[src/design/clipped_product_int8_dot_top_assert.svh]
// Assertion macros shared by the block's checking code.
`ifndef CLIPPED_PRODUCT_INT8_DOT_TOP_ASSERT_SVH
`define CLIPPED_PRODUCT_INT8_DOT_TOP_ASSERT_SVH

// Same-cycle implication, checked out of reset.
`define CPD_ASSERT_IMP(label, ante, cons, msg) \
	label: assert property (@(posedge clk) disable iff (!arst_n) (ante) |-> (cons)) \
		else $error(msg);

// Next-cycle implication, checked out of reset.
`define CPD_ASSERT_NEXT(label, ante, cons, msg) \
	label: assert property (@(posedge clk) disable iff (!arst_n) (ante) |=> (cons)) \
		else $error(msg);

`endif

[src/design/cpd_pkg.sv]
package cpd_pkg;

	localparam int ACC_W    = 16;
	localparam int WEIGHT_W = 8;
	localparam int CLIP_W   = 8;
	localparam int ROUND_W  = 16;
	localparam int SHIFT_W  = 5;
	localparam int ROUNDED_W = 17;  // 255*255 + 65535 fits 17 bits
	localparam int ACT_W    = 8;
	localparam int PROD_W   = ACT_W + 1 + WEIGHT_W;  // signed act x weight
	localparam int PAIR_W   = PROD_W + 1;
	localparam int SAT_W    = 16;
	localparam int SUM_W    = 32;
	localparam int CFG_IDX_W  = 2;
	localparam int CFG_DATA_W = 16;

	localparam logic [CFG_IDX_W-1:0] REG_CLIP_MAX     = 2'd0;
	localparam logic [CFG_IDX_W-1:0] REG_ROUND_ADD    = 2'd1;
	localparam logic [CFG_IDX_W-1:0] REG_SHIFT_AMOUNT = 2'd2;

	localparam logic [CLIP_W-1:0]  CLIP_MAX_RST     = 8'd255;
	localparam logic [ROUND_W-1:0] ROUND_ADD_RST    = 16'd256;
	localparam logic [SHIFT_W-1:0] SHIFT_AMOUNT_RST = 5'd9;

	localparam logic signed [PAIR_W-1:0] PAIR_MAX = 18'sd32767;
	localparam logic signed [PAIR_W-1:0] PAIR_MIN = -18'sd32768;

	typedef struct packed {
		logic [CLIP_W-1:0]  clip_max;
		logic [ROUND_W-1:0] round_add;
		logic [SHIFT_W-1:0] shift_amount;
	} cfg_t;

	typedef struct packed {
		logic valid;
		logic last;
	} pipe_ctrl_t;

endpackage

[src/design/cpd_if.sv]
interface cpd_pair_if;
	logic                                    valid;
	logic                                    ready;
	logic signed [cpd_pkg::ACC_W-1:0]        first_low;
	logic signed [cpd_pkg::ACC_W-1:0]        first_high;
	logic signed [cpd_pkg::ACC_W-1:0]        second_low;
	logic signed [cpd_pkg::ACC_W-1:0]        second_high;
	logic signed [cpd_pkg::WEIGHT_W-1:0]     first_weight;
	logic signed [cpd_pkg::WEIGHT_W-1:0]     second_weight;
	logic                                    last_pair;

	modport source (output valid, first_low, first_high, second_low, second_high,
		first_weight, second_weight, last_pair, input ready);
	modport sink (input valid, first_low, first_high, second_low, second_high,
		first_weight, second_weight, last_pair, output ready);
endinterface

interface cpd_sum_if;
	logic                              valid;
	logic                              ready;
	logic signed [cpd_pkg::SUM_W-1:0]  dot_sum;

	modport source (output valid, dot_sum, input ready);
	modport sink (input valid, dot_sum, output ready);
endinterface

[src/design/cpd_lane.sv]
// One element: clamp, product, rounding (s1); shift, truncate, weight (s2).
module cpd_lane (
	input  logic                                  clk,
	input  logic                                  en,
	input  cpd_pkg::cfg_t                         cfg,
	input  logic signed [cpd_pkg::ACC_W-1:0]      low,
	input  logic signed [cpd_pkg::ACC_W-1:0]      high,
	input  logic signed [cpd_pkg::WEIGHT_W-1:0]   weight,
	output logic signed [cpd_pkg::PROD_W-1:0]     prod_s2
);

	logic [cpd_pkg::CLIP_W-1:0]        low_c, high_c;
	logic [cpd_pkg::ROUNDED_W-1:0]     rounded;
	logic [cpd_pkg::ROUNDED_W-1:0]     rounded_s1;
	logic signed [cpd_pkg::WEIGHT_W-1:0] weight_s1;
	logic [cpd_pkg::ACT_W-1:0]         act;

	function automatic logic [cpd_pkg::CLIP_W-1:0] clamp(
		input logic signed [cpd_pkg::ACC_W-1:0] x,
		input logic [cpd_pkg::CLIP_W-1:0]       clip
	);
		logic [cpd_pkg::CLIP_W-1:0] r;
		if (x[cpd_pkg::ACC_W-1]) begin
			r = '0;
		end else if ($unsigned(x) > {{(cpd_pkg::ACC_W-cpd_pkg::CLIP_W){1'b0}}, clip}) begin
			r = clip;
		end else begin
			r = x[cpd_pkg::CLIP_W-1:0];
		end
		return r;
	endfunction

	assign low_c   = clamp(low, cfg.clip_max);
	assign high_c  = clamp(high, cfg.clip_max);
	assign rounded = cpd_pkg::ROUNDED_W'(low_c) * cpd_pkg::ROUNDED_W'(high_c)
		+ cpd_pkg::ROUNDED_W'(cfg.round_add);

	// shifts of 17 and up simply empty the word
	assign act = cpd_pkg::ACT_W'(rounded_s1 >> cfg.shift_amount);

	always_ff @(posedge clk) begin
		if (en) begin
			rounded_s1 <= rounded;
			weight_s1  <= weight;
			prod_s2    <= $signed({1'b0, act}) * weight_s1;
		end
	end

endmodule

[src/design/cpd_merge.sv]
// Pair sum, saturation, running accumulation and result register.
module cpd_merge (
	input  logic                                 clk,
	input  logic                                 arst_n,
	input  logic                                 en,
	input  cpd_pkg::pipe_ctrl_t                  ctrl_s2,
	input  logic signed [cpd_pkg::PROD_W-1:0]    prod0_s2,
	input  logic signed [cpd_pkg::PROD_W-1:0]    prod1_s2,
	cpd_sum_if.source                            sums
);

	logic signed [cpd_pkg::PAIR_W-1:0] pair;
	logic signed [cpd_pkg::SAT_W-1:0]  pair_sat;
	logic [cpd_pkg::SUM_W-1:0]         sum_next;
	logic [cpd_pkg::SUM_W-1:0]         running_q;
	logic [cpd_pkg::SUM_W-1:0]         dot_q;
	logic                              valid_q;
	logic                              take;

	assign pair = cpd_pkg::PAIR_W'(prod0_s2) + cpd_pkg::PAIR_W'(prod1_s2);

	always_comb begin
		priority if (pair > cpd_pkg::PAIR_MAX) begin
			pair_sat = cpd_pkg::SAT_W'(cpd_pkg::PAIR_MAX);
		end else if (pair < cpd_pkg::PAIR_MIN) begin
			pair_sat = cpd_pkg::SAT_W'(cpd_pkg::PAIR_MIN);
		end else begin
			pair_sat = pair[cpd_pkg::SAT_W-1:0];
		end
	end

	assign sum_next = running_q + cpd_pkg::SUM_W'(pair_sat);
	assign take     = en && ctrl_s2.valid;

	always_ff @(posedge clk or negedge arst_n) begin
		if (!arst_n) begin
			running_q <= '0;
			valid_q   <= 1'b0;
		end else begin
			if (take) begin
				running_q <= ctrl_s2.last ? '0 : sum_next;
			end
			if (take && ctrl_s2.last) begin
				valid_q <= 1'b1;
			end else if (sums.ready) begin
				valid_q <= 1'b0;
			end
		end
	end

	always_ff @(posedge clk) begin
		if (take && ctrl_s2.last) begin
			dot_q <= sum_next;
		end
	end

	assign sums.valid   = valid_q;
	assign sums.dot_sum = $signed(dot_q);

endmodule

[src/design/clipped_product_int8_dot_top.sv]
// Channel  Dir  Payload                                         Transfer
// pairs    in   first/second low,high (s16), weights (s8), last valid & ready
// sums     out  dot_sum (s32)                                   valid & ready
// cfg      in   cfg_index (2b), cfg_data (16b)                  cfg_we
//
// One pair per cycle unless the pipe stalls; each element has its own lane (clamp/multiply, then
// shift/weight multiply), merged in a third stage into the running sum.
// A last pair's dot_sum goes valid once the merge has registered its result.
// arst_n clears pipeline valids, running sum and result valid; config to defaults.
// The pipe stalls only when a last pair reaches the merge while the previous
// result has not been taken.
`include "clipped_product_int8_dot_top_assert.svh"

module clipped_product_int8_dot_top (
	input  logic                                clk,
	input  logic                                arst_n,
	input  logic                                cfg_we,
	input  logic [cpd_pkg::CFG_IDX_W-1:0]       cfg_index,
	input  logic [cpd_pkg::CFG_DATA_W-1:0]      cfg_data,
	cpd_pair_if.sink                            pairs,
	cpd_sum_if.source                           sums
);

	cpd_pkg::cfg_t       cfg_q;
	cpd_pkg::pipe_ctrl_t ctrl_s1, ctrl_s2;
	logic                adv;
	logic                accept;
	logic signed [cpd_pkg::PROD_W-1:0] prod0_s2, prod1_s2;

	always_ff @(posedge clk or negedge arst_n) begin
		if (!arst_n) begin
			cfg_q.clip_max     <= cpd_pkg::CLIP_MAX_RST;
			cfg_q.round_add    <= cpd_pkg::ROUND_ADD_RST;
			cfg_q.shift_amount <= cpd_pkg::SHIFT_AMOUNT_RST;
		end else if (cfg_we) begin
			unique case (cfg_index)
				cpd_pkg::REG_CLIP_MAX: begin
					cfg_q.clip_max <= cfg_data[cpd_pkg::CLIP_W-1:0];
				end
				cpd_pkg::REG_ROUND_ADD: begin
					cfg_q.round_add <= cfg_data[cpd_pkg::ROUND_W-1:0];
				end
				cpd_pkg::REG_SHIFT_AMOUNT: begin
					cfg_q.shift_amount <= cfg_data[cpd_pkg::SHIFT_W-1:0];
				end
				default: begin
				end
			endcase
		end
	end

	// hold only if a result must land in an occupied output register
	assign adv    = !(ctrl_s2.valid && ctrl_s2.last && sums.valid && !sums.ready);
	assign accept = pairs.valid && adv;
	assign pairs.ready = adv;

	always_ff @(posedge clk or negedge arst_n) begin
		if (!arst_n) begin
			ctrl_s1 <= '0;
			ctrl_s2 <= '0;
		end else if (adv) begin
			ctrl_s1.valid <= pairs.valid;
			ctrl_s1.last  <= pairs.last_pair;
			ctrl_s2       <= ctrl_s1;
		end
	end

	cpd_lane u_lane0 (
		.clk     (clk),
		.en      (adv),
		.cfg     (cfg_q),
		.low     (pairs.first_low),
		.high    (pairs.first_high),
		.weight  (pairs.first_weight),
		.prod_s2 (prod0_s2)
	);

	cpd_lane u_lane1 (
		.clk     (clk),
		.en      (adv),
		.cfg     (cfg_q),
		.low     (pairs.second_low),
		.high    (pairs.second_high),
		.weight  (pairs.second_weight),
		.prod_s2 (prod1_s2)
	);

	cpd_merge u_merge (
		.clk      (clk),
		.arst_n   (arst_n),
		.en       (adv),
		.ctrl_s2  (ctrl_s2),
		.prod0_s2 (prod0_s2),
		.prod1_s2 (prod1_s2),
		.sums     (sums)
	);

	`CPD_ASSERT_NEXT(a_accept_fills_s1, accept, ctrl_s1.valid,
		"transferred pair missing from stage 1")
	`CPD_ASSERT_NEXT(a_last_gives_result, ctrl_s2.valid && ctrl_s2.last && adv, sums.valid,
		"last pair left the merge without a result")
	`CPD_ASSERT_IMP(a_result_has_source, $rose(sums.valid),
		$past(ctrl_s2.valid && ctrl_s2.last && adv), "result appeared without a last pair")

endmodule

[src/flat_wrapper.sv]
// flat-port wrapper written by rule: the top's interface ports become plain ports
module clipped_product_int8_dot_top_flat 
  (clk, arst_n, cfg_we, cfg_index, cfg_data, pairs_valid, pairs_first_low, pairs_first_high, pairs_second_low, pairs_second_high, pairs_first_weight, pairs_second_weight, pairs_last_pair, pairs_ready, sums_valid, sums_dot_sum, sums_ready);
  cpd_pair_if pairs_i ();
  cpd_sum_if sums_i ();
  input  logic clk;
  input  logic arst_n;
  input  logic cfg_we;
  input  logic [cpd_pkg::CFG_IDX_W-1:0] cfg_index;
  input  logic [cpd_pkg::CFG_DATA_W-1:0] cfg_data;
  input wire logic [$bits(pairs_i.valid)-1:0] pairs_valid;
  input wire logic [$bits(pairs_i.first_low)-1:0] pairs_first_low;
  input wire logic [$bits(pairs_i.first_high)-1:0] pairs_first_high;
  input wire logic [$bits(pairs_i.second_low)-1:0] pairs_second_low;
  input wire logic [$bits(pairs_i.second_high)-1:0] pairs_second_high;
  input wire logic [$bits(pairs_i.first_weight)-1:0] pairs_first_weight;
  input wire logic [$bits(pairs_i.second_weight)-1:0] pairs_second_weight;
  input wire logic [$bits(pairs_i.last_pair)-1:0] pairs_last_pair;
  output wire logic [$bits(pairs_i.ready)-1:0] pairs_ready;
  output wire logic [$bits(sums_i.valid)-1:0] sums_valid;
  output wire logic [$bits(sums_i.dot_sum)-1:0] sums_dot_sum;
  input wire logic [$bits(sums_i.ready)-1:0] sums_ready;
  assign pairs_i.valid = pairs_valid;
  assign pairs_i.first_low = pairs_first_low;
  assign pairs_i.first_high = pairs_first_high;
  assign pairs_i.second_low = pairs_second_low;
  assign pairs_i.second_high = pairs_second_high;
  assign pairs_i.first_weight = pairs_first_weight;
  assign pairs_i.second_weight = pairs_second_weight;
  assign pairs_i.last_pair = pairs_last_pair;
  assign pairs_ready = pairs_i.ready;
  assign sums_valid = sums_i.valid;
  assign sums_dot_sum = sums_i.dot_sum;
  assign sums_i.ready = sums_ready;
  clipped_product_int8_dot_top u_core (.clk(clk), .arst_n(arst_n), .cfg_we(cfg_we), .cfg_index(cfg_index), .cfg_data(cfg_data), .pairs(pairs_i), .sums(sums_i));
endmodule
[config.mk]
export PLATFORM = sky130hd
export DESIGN_NAME = clipped_product_int8_dot_top_flat
export DESIGN_NICKNAME = d
export VERILOG_FILES = /design/src/design/cpd_pkg.sv /design/src/design/cpd_if.sv /design/src/design/cpd_lane.sv /design/src/design/cpd_merge.sv /design/src/design/clipped_product_int8_dot_top.sv /design/src/flat_wrapper.sv
export VERILOG_INCLUDE_DIRS = /design/src /design/src/design
export SDC_FILE = /design/constraint.sdc
export NUM_CORES = 1
export LEC_CHECK = 0
export BUFFER_PORTS_ARGS = -buffer_cell sky130_fd_sc_hd__buf_2
export CAP_MARGIN = 20
export CORE_ASPECT_RATIO = 2
export CORE_MARGIN = 3
export CORE_UTILIZATION = 28
export DETAILED_ROUTE_END_ITERATION = 10
export GPL_ROUTABILITY_DRIVEN = 1
export PLACE_DENSITY = 0.54
export SYNTH_ARGS = -nofsm -noshare
export SYNTH_HDL_FRONTEND = slang
export SYNTH_SLANG_ARGS = --single-unit
[constraint.sdc]
create_clock -name clk -period 17.7 [get_ports clk]
set_input_delay 1.77 -clock clk [delete_from_list [all_inputs] [get_ports clk]]
set_output_delay 1.77 -clock clk [all_outputs]
set_load 0.03 [all_outputs]
==> results.cfg, run 1 <==
[finish]
nFillCells = 7600
area_growth_pct = 11.2
num_antenna_cells = 0
fin_nets = 2713
layout-drive-gt1-share_pct = 12.7

[clocking]
cts_hold_buf = 0
ctsHtreeMaxLevel = 4
post-cts-setup-buffer-count = 0
clock_latency_ps = 470
clk_pin_slew_ps = 80
clockBufferDepth = 2
cts_resized = 0
ctsRootBufferMaster = clkbuf_16
clock_sinks = 182
cts_buffers = 17
cts_tree = yes

[placement]
gp_congestion = 0.927
post-place-ws_ps = 8570
hpwl_mm = 45.2
place.port_buffers = 137

[logic_synthesis]
syn_area_per_cell_um2 = 9.86
ys.warnings.count = 0
syn_area_um2 = 20600
seq_area_frac_synth_pct = 25.0
synth_async_sr_flop_share_pct = 36.3
netlist_instances = 2091
ys_seq_elements = 182
netlist.area_leader.share_pct = 17.3
synth-edff-count = 116
synth_flop_cell = edfxtp_1
synth.distinct_cells = 83
synth_largest_area_cell = fa_1
synthesis.nets = 2611
netlist_top_cells_area = fa_1 17%, edfxtp_1 17%, ha_1 14%, dfrtp_1 6.7%, inv_1 5.9%

[detailed_routing]
drcViolationCount = 0
vias = 15800
wl_mm = 53.8
ant_nets = 0
wl_per_cell_um = 17.2
drt-vias-per-instance = 5.06
dr.pass1.iters = 5
drt_iter0_drc = 415

[global_route]
grtUsageTotal_pct = 14.0
overflow = 0
grt_max_degree = 79
grt_first_pass_wirelength_mm = 85.3
antenna_found_initial = 1
grt_pass1_vias = 17100

[setup_path]
cp_max_fo = 8
crit_path_end_kind = register
critPathLaunchType = primary input
critPathRequiredTime_ps = 17910
path_class = in -> reg
cp.arrival_ps = 8360

[sta]
hold_violations = 0
fin_ws_ps = 9540
slew_viol_final = 0
skew_ps = 12.0
tightest_slew_ps = 1040
min_period_over_period_pct = 46.1
max_freq_mhz = 123
period_minus_slack_ps = 8160
maxSlewHeadroom_pct = 30.4
setup_tns_ps = 0
rsz0062_at_grt = false
setup_violations = 0

[pwr]
p_leak_nw = 10.4
power_mw = 4.50
powerDensity_nw_per_um2 = 196
vdd_drop_max_mv = 0.131

[floorplan]
io-pin-count = 138
start_util_pct = 28.3
die_y_um = 390
coreArea_um2 = 72900
die_x_um = 198
design.die.area_um2 = 77100
num_rows = 140

[min_path]
hold_path.class = reg -> reg

[flow_run]
cap_violations = 0

[run_status]
outcome = finished, final reports clean
[worst max-delay path, stage by stage]
cell      delay [ps]
buf_2            110
ha_1             300
nor2b_1          140
o21a_1           160
o21a_1           160
o21ai_0          360
nand3b_1         200
a21oi_4          370
mux2_2           360
or4b_2           640
fa_1             500
fa_1             520
inv_1             40
ha_1             260
inv_1             50
fa_1             520
inv_1             70
ha_1             290
a21o_1           150
a21oi_1          220
o21bai_1         130
a31o_2           290
a211oi_1         320
o31ai_1          130
a21oi_1          190
xor2_1            90
[cells by family (layout without fill, tap and decap cells)]
group,count (synthesis),count (layout),share of synthesized area (%)
AO/OA/AOI/OAI,351,351,11.7
buffers and inverters,392,507,7.27
adder cells (fa/ha/maj),416,416,31.7
multiplexers,106,106,5.93
AND/OR/NAND/NOR,564,564,15.0
flip-flops,182,182,25.0
XOR/XNOR,80,80,3.40
[metrics by stage]
step	std cells	hold WS (ps)	area, µm²	utilization [%]
after floorplan	2091	430	20600	-
after global placement	3095	448	22300	30.6
after detailed placement	3095	449	22300	30.6
after CTS	3127	471	22900	31.4
after global routing	3129	481	22900	31.5
final	3129	469	22900	31.5
[final cells by class]
cell class	count	area (µm²)	area share, %
Clock buffer	17	425	1.86
Clock inverter	15	211	0.923
Inverter	325	1220	5.32
Multi-Input combinational cell	1517	14000	61.0
Sequential cell	182	5150	22.5
Tap cell	923	1150	5.04
Timing Repair Buffer	150	781	3.41
[Yosys cell counts, types with 19 or more instances]
cell type	instances
a22o_1	23
xor2_1	19
o21ai_0	64
inv_1	324
or4_1	22
nor4_1	92
and2_1	65
mux2i_1	59
ha_1	238
a21o_1	24
nor3_1	25
nand3_1	22
edfxtp_1	116
clkbuf_1	54
dfrtp_1	55
mux2_2	38
fa_1	178
o21a_1	21
nand2_1	124
a21oi_1	87
xnor2_1	61
nor2b_1	32
nor2_1	88
[power by group]
part / internal, mW / leakage (nW) / switching, mW
Clock: 0.217 / 0.306 / 0.187
Sequential: 0.768 / 2.00 / 0.119
Combinational: 1.30 / 8.08 / 1.91
[per-layer routing]
| layer | wire, µm | GRT usage (%) |
|---|---|---|
| met1 | 17700 | 12.1 |
| met2 | 31400 | 29.4 |
| met3 | 1390 | 1.37 |
| met4 | 3380 | 8.42 |
| met5 | 0 | 0 |
[final timing paths]
check / end / start / slack (ps) / cells past startpoint
max: u_core.u_lane1.rounded_s1[16] / pairs_second_high[1] / 9540 / 26
min: u_core.ctrl_s2[0] / u_core.ctrl_s1[0] / 470 / 1
max reg2reg: u_core.u_lane1.rounded_s1[16] / u_core.cfg_q[22] / 10050 / 26
min reg2reg: u_core.ctrl_s2[0] / u_core.ctrl_s1[0] / 470 / 1
max in group asynchronous: u_core.u_merge.running_q[10] / arst_n / 15540 / 2
min in group asynchronous: u_core.cfg_q[11] / arst_n / 1510 / 2
[placed cells by master, fill, tap and decap left out, types with 13 or more instances in the layout]
master	n
ha_1	238
o21ai_0	64
clkbuf_16	17
nand2_1	124
edfxtp_1	116
a21oi_1	87
mux2_2	38
mux2i_1	59
fa_1	178
o21a_1	21
a21o_1	24
nor4_1	92
or4_1	22
a22o_1	23
nor2_1	86
nor2b_1	32
nand2b_1	18
a211oi_1	18
or4b_2	14
nor3_1	25
inv_1	324
xor2_1	19
o22ai_1	13
xnor2_1	61
buf_2	138
dfrtp_1	55
and2_1	65
nand3_1	21
[state kept, by name, summed over array words and instances, names as in the netlist, 8 cells and up]
signal	cells
u_core.u_merge.running_q	32
u_core.u_merge.sums.dot_sum	32
u_core.cfg_q	29
u_core.u_lane0.prod_s2	17
u_core.u_lane0.rounded_s1	17
u_core.u_lane1.prod_s2	17
u_core.u_lane1.rounded_s1	17
u_core.u_lane0.weight_s1	8
u_core.u_lane1.weight_s1	8
No activity file was read; power rests on OpenSTA's default activity.
==> run 2, diff against run 1 <==
Clock period 17.7 ns to 8.25 ns, I/O delays scaled along.
==> run 2 against run 1 <==
Net effect: cell area is 0.41% higher; register-to-register slack worse by 9200 ps; critical path depth unchanged; combinational power up 120%; worst hold slack is essentially flat; utilization is 0.13 points higher; first-iteration DRC count is 8.9% higher; via count is 0.12% higher; wire length is 1.9% higher; global-route usage up 0.38 points; clock skew up 4.0 ps; power is 110% higher.
==> results.cfg, run 2 (synthesized netlist as in run 1, its figures left out) <==
[run_status]
outcome = finished, final reports clean

[global_route]
antenna_found_initial = 1
grt_pass1_vias = 17100
grt_max_degree = 67
overflow = 0
grt_first_pass_wirelength_mm = 87.1
grtUsageTotal_pct = 14.3

[placement]
gp_congestion = 0.921
placed_area_um2 = 22500
post-place-ws_ps = 740
place.port_buffers = 137
hpwl_mm = 45.9

[detailed_routing]
dr.pass1.iters = 5
drcViolationCount = 0
drt-vias-per-instance = 5.02
ant_nets = 0
wl_per_cell_um = 17.4
wl_mm = 54.9
vias = 15900
drt_iter0_drc = 452

[sta]
rsz0062_at_grt = false
min_period_over_period_pct = 89.4
fin_ws_ps = 874
setup_violations = 0
period_minus_slack_ps = 7380
max_freq_mhz = 136
maxSlewHeadroom_pct = 33.4
slew_viol_final = 0
hold_violations = 0
setup_tns_ps = 0
tightest_slew_ps = 999
skew_ps = 16.0
hold_slack_ps = 469

[clocking]
cts_buffers = 17
cts_resized = 0
post-cts-setup-buffer-count = 0
clock_sinks = 182
cts_tree = yes
cts_hold_buf = 0
ctsHtreeMaxLevel = 4
clockBufferDepth = 2
clock_latency_ps = 460
clk_pin_slew_ps = 80
ctsRootBufferMaster = clkbuf_16

[setup_path]
worstReg2RegStart = u_core.cfg_q[22]
rr_endpoint = u_core.u_lane0.rounded_s1[15]
crit_path_end_kind = register
cp.buffers_inverters = 4
startpoint = u_core.cfg_q[22]
path_class = reg -> reg
cp.arrival_ps = 7580
critPathRequiredTime_ps = 8450
path_common_cell = inv_1
path_depth = 26
slowest_stage = dfstp_2
rrSetupSlack_ps = 870
endpoint = u_core.u_lane0.rounded_s1[15]
critPathLaunchType = register
cp_max_fo = 8
max_stage_delay_ps = 620
cp_top_family = adder cells
worstRegToRegCells = 26

[floorplan]
coreArea_um2 = 72900
design.die.area_um2 = 77100
die_y_um = 390
die_x_um = 198
io-pin-count = 138
start_util_pct = 28.3
num_rows = 140

[pwr]
p_sw_mw = 4.74
switching_share_pct = 49.3
seq_power_share_pct = 19.8
internal-power_mw = 4.87
powerDensity_nw_per_um2 = 418
vdd_drop_max_mv = 0.275
power_mw = 9.61
pwr-share-clk_pct = 7.9
p_leak_nw = 10.5
pwr-share-comb_pct = 72.3

[min_path]
hold_path.class = reg -> reg
hold_start = u_core.ctrl_s1[0]

[finish]
design_area_um2 = 23000
mostFrequentLayoutCell = inv_1
layout-drive-gt1-share_pct = 13.6
fin_nets = 2739
num_antenna_cells = 0
area_growth_pct = 11.7
layout_common_cells = 324 x inv_1, 238 x ha_1, 178 x fa_1

[flow_run]
cap_violations = 0
[run 2: cell types whose count changed in the layout (fill, tap and decap cells not counted)]
| cell | change |
|---|---|
| clkinvlp_4 | +2 |
| buf_4 | +27 |
| bufinv_16 | -2 |
| inv_6 | +1 |
| buf_2 | -1 |
| clkbuf_1 | +3 |
| clkinv_2 | +2 |
| clkinv_8 | -4 |
| inv_8 | -2 |
[run 2: worst min-delay path by stage]
| stage | slack [ps] | cells after the start | endpoint |
|---|---|---|---|
| floorplan | 430 | 1 | u_core.ctrl_s2[0] |
| global placement | 440 | 1 | u_core.ctrl_s2[1] |
| detailed placement | 450 | 1 | u_core.ctrl_s2[0] |
| CTS | 470 | 1 | u_core.ctrl_s2[0] |
| global route | 500 | 1 | u_core.ctrl_s2[0] |
| finish | 470 | 1 | u_core.ctrl_s2[0] |
[run 2: stage by stage]
| step | std cells | util (%) |
|---|---|---|
| 2_1_floorplan | 2091 | - |
| 3_3_place_gp | 3123 | 30.8 |
| 3_5_place_dp | 3123 | 30.8 |
| 4_1_cts | 3155 | 31.6 |
| 5_1_grt | 3155 | 31.6 |
| 6_report | 3155 | 31.6 |
[run 2: layer usage]
| layer | global-route usage (%) | vias up | routed length [µm] |
|---|---|---|---|
| li1 | - | 7598 | - |
| met1 | 13.0 | 7699 | 18100 |
| met2 | 29.5 | 415 | 31600 |
| met3 | 1.36 | 141 | 1620 |
| met4 | 8.80 | 0 | 3530 |
| met5 | 0 | - | 0 |
[run 2: layout make-up]
cell class                      count  area [µm²]
Multi-Input combinational cell   1517       14000
Inverter                          325        1220
Tap cell                          923        1150
Timing Repair Buffer              176         978
Fill cell                        7565       49900
Clock inverter                     12        97.6
Clock buffer                       20         437
Sequential cell                   182        5150
[run 2: power groups by stage]
stage	Clock, mW	Combinational (mW)	Sequential, mW
4_1_cts	0.787	7.02	1.91
5_1_grt	0.818	7.82	1.93
3_3_place_gp	0	6.82	1.92
6_report	0.758	6.95	1.90
2_1_floorplan	0	5.15	1.95
3_5_place_dp	0	6.96	1.92
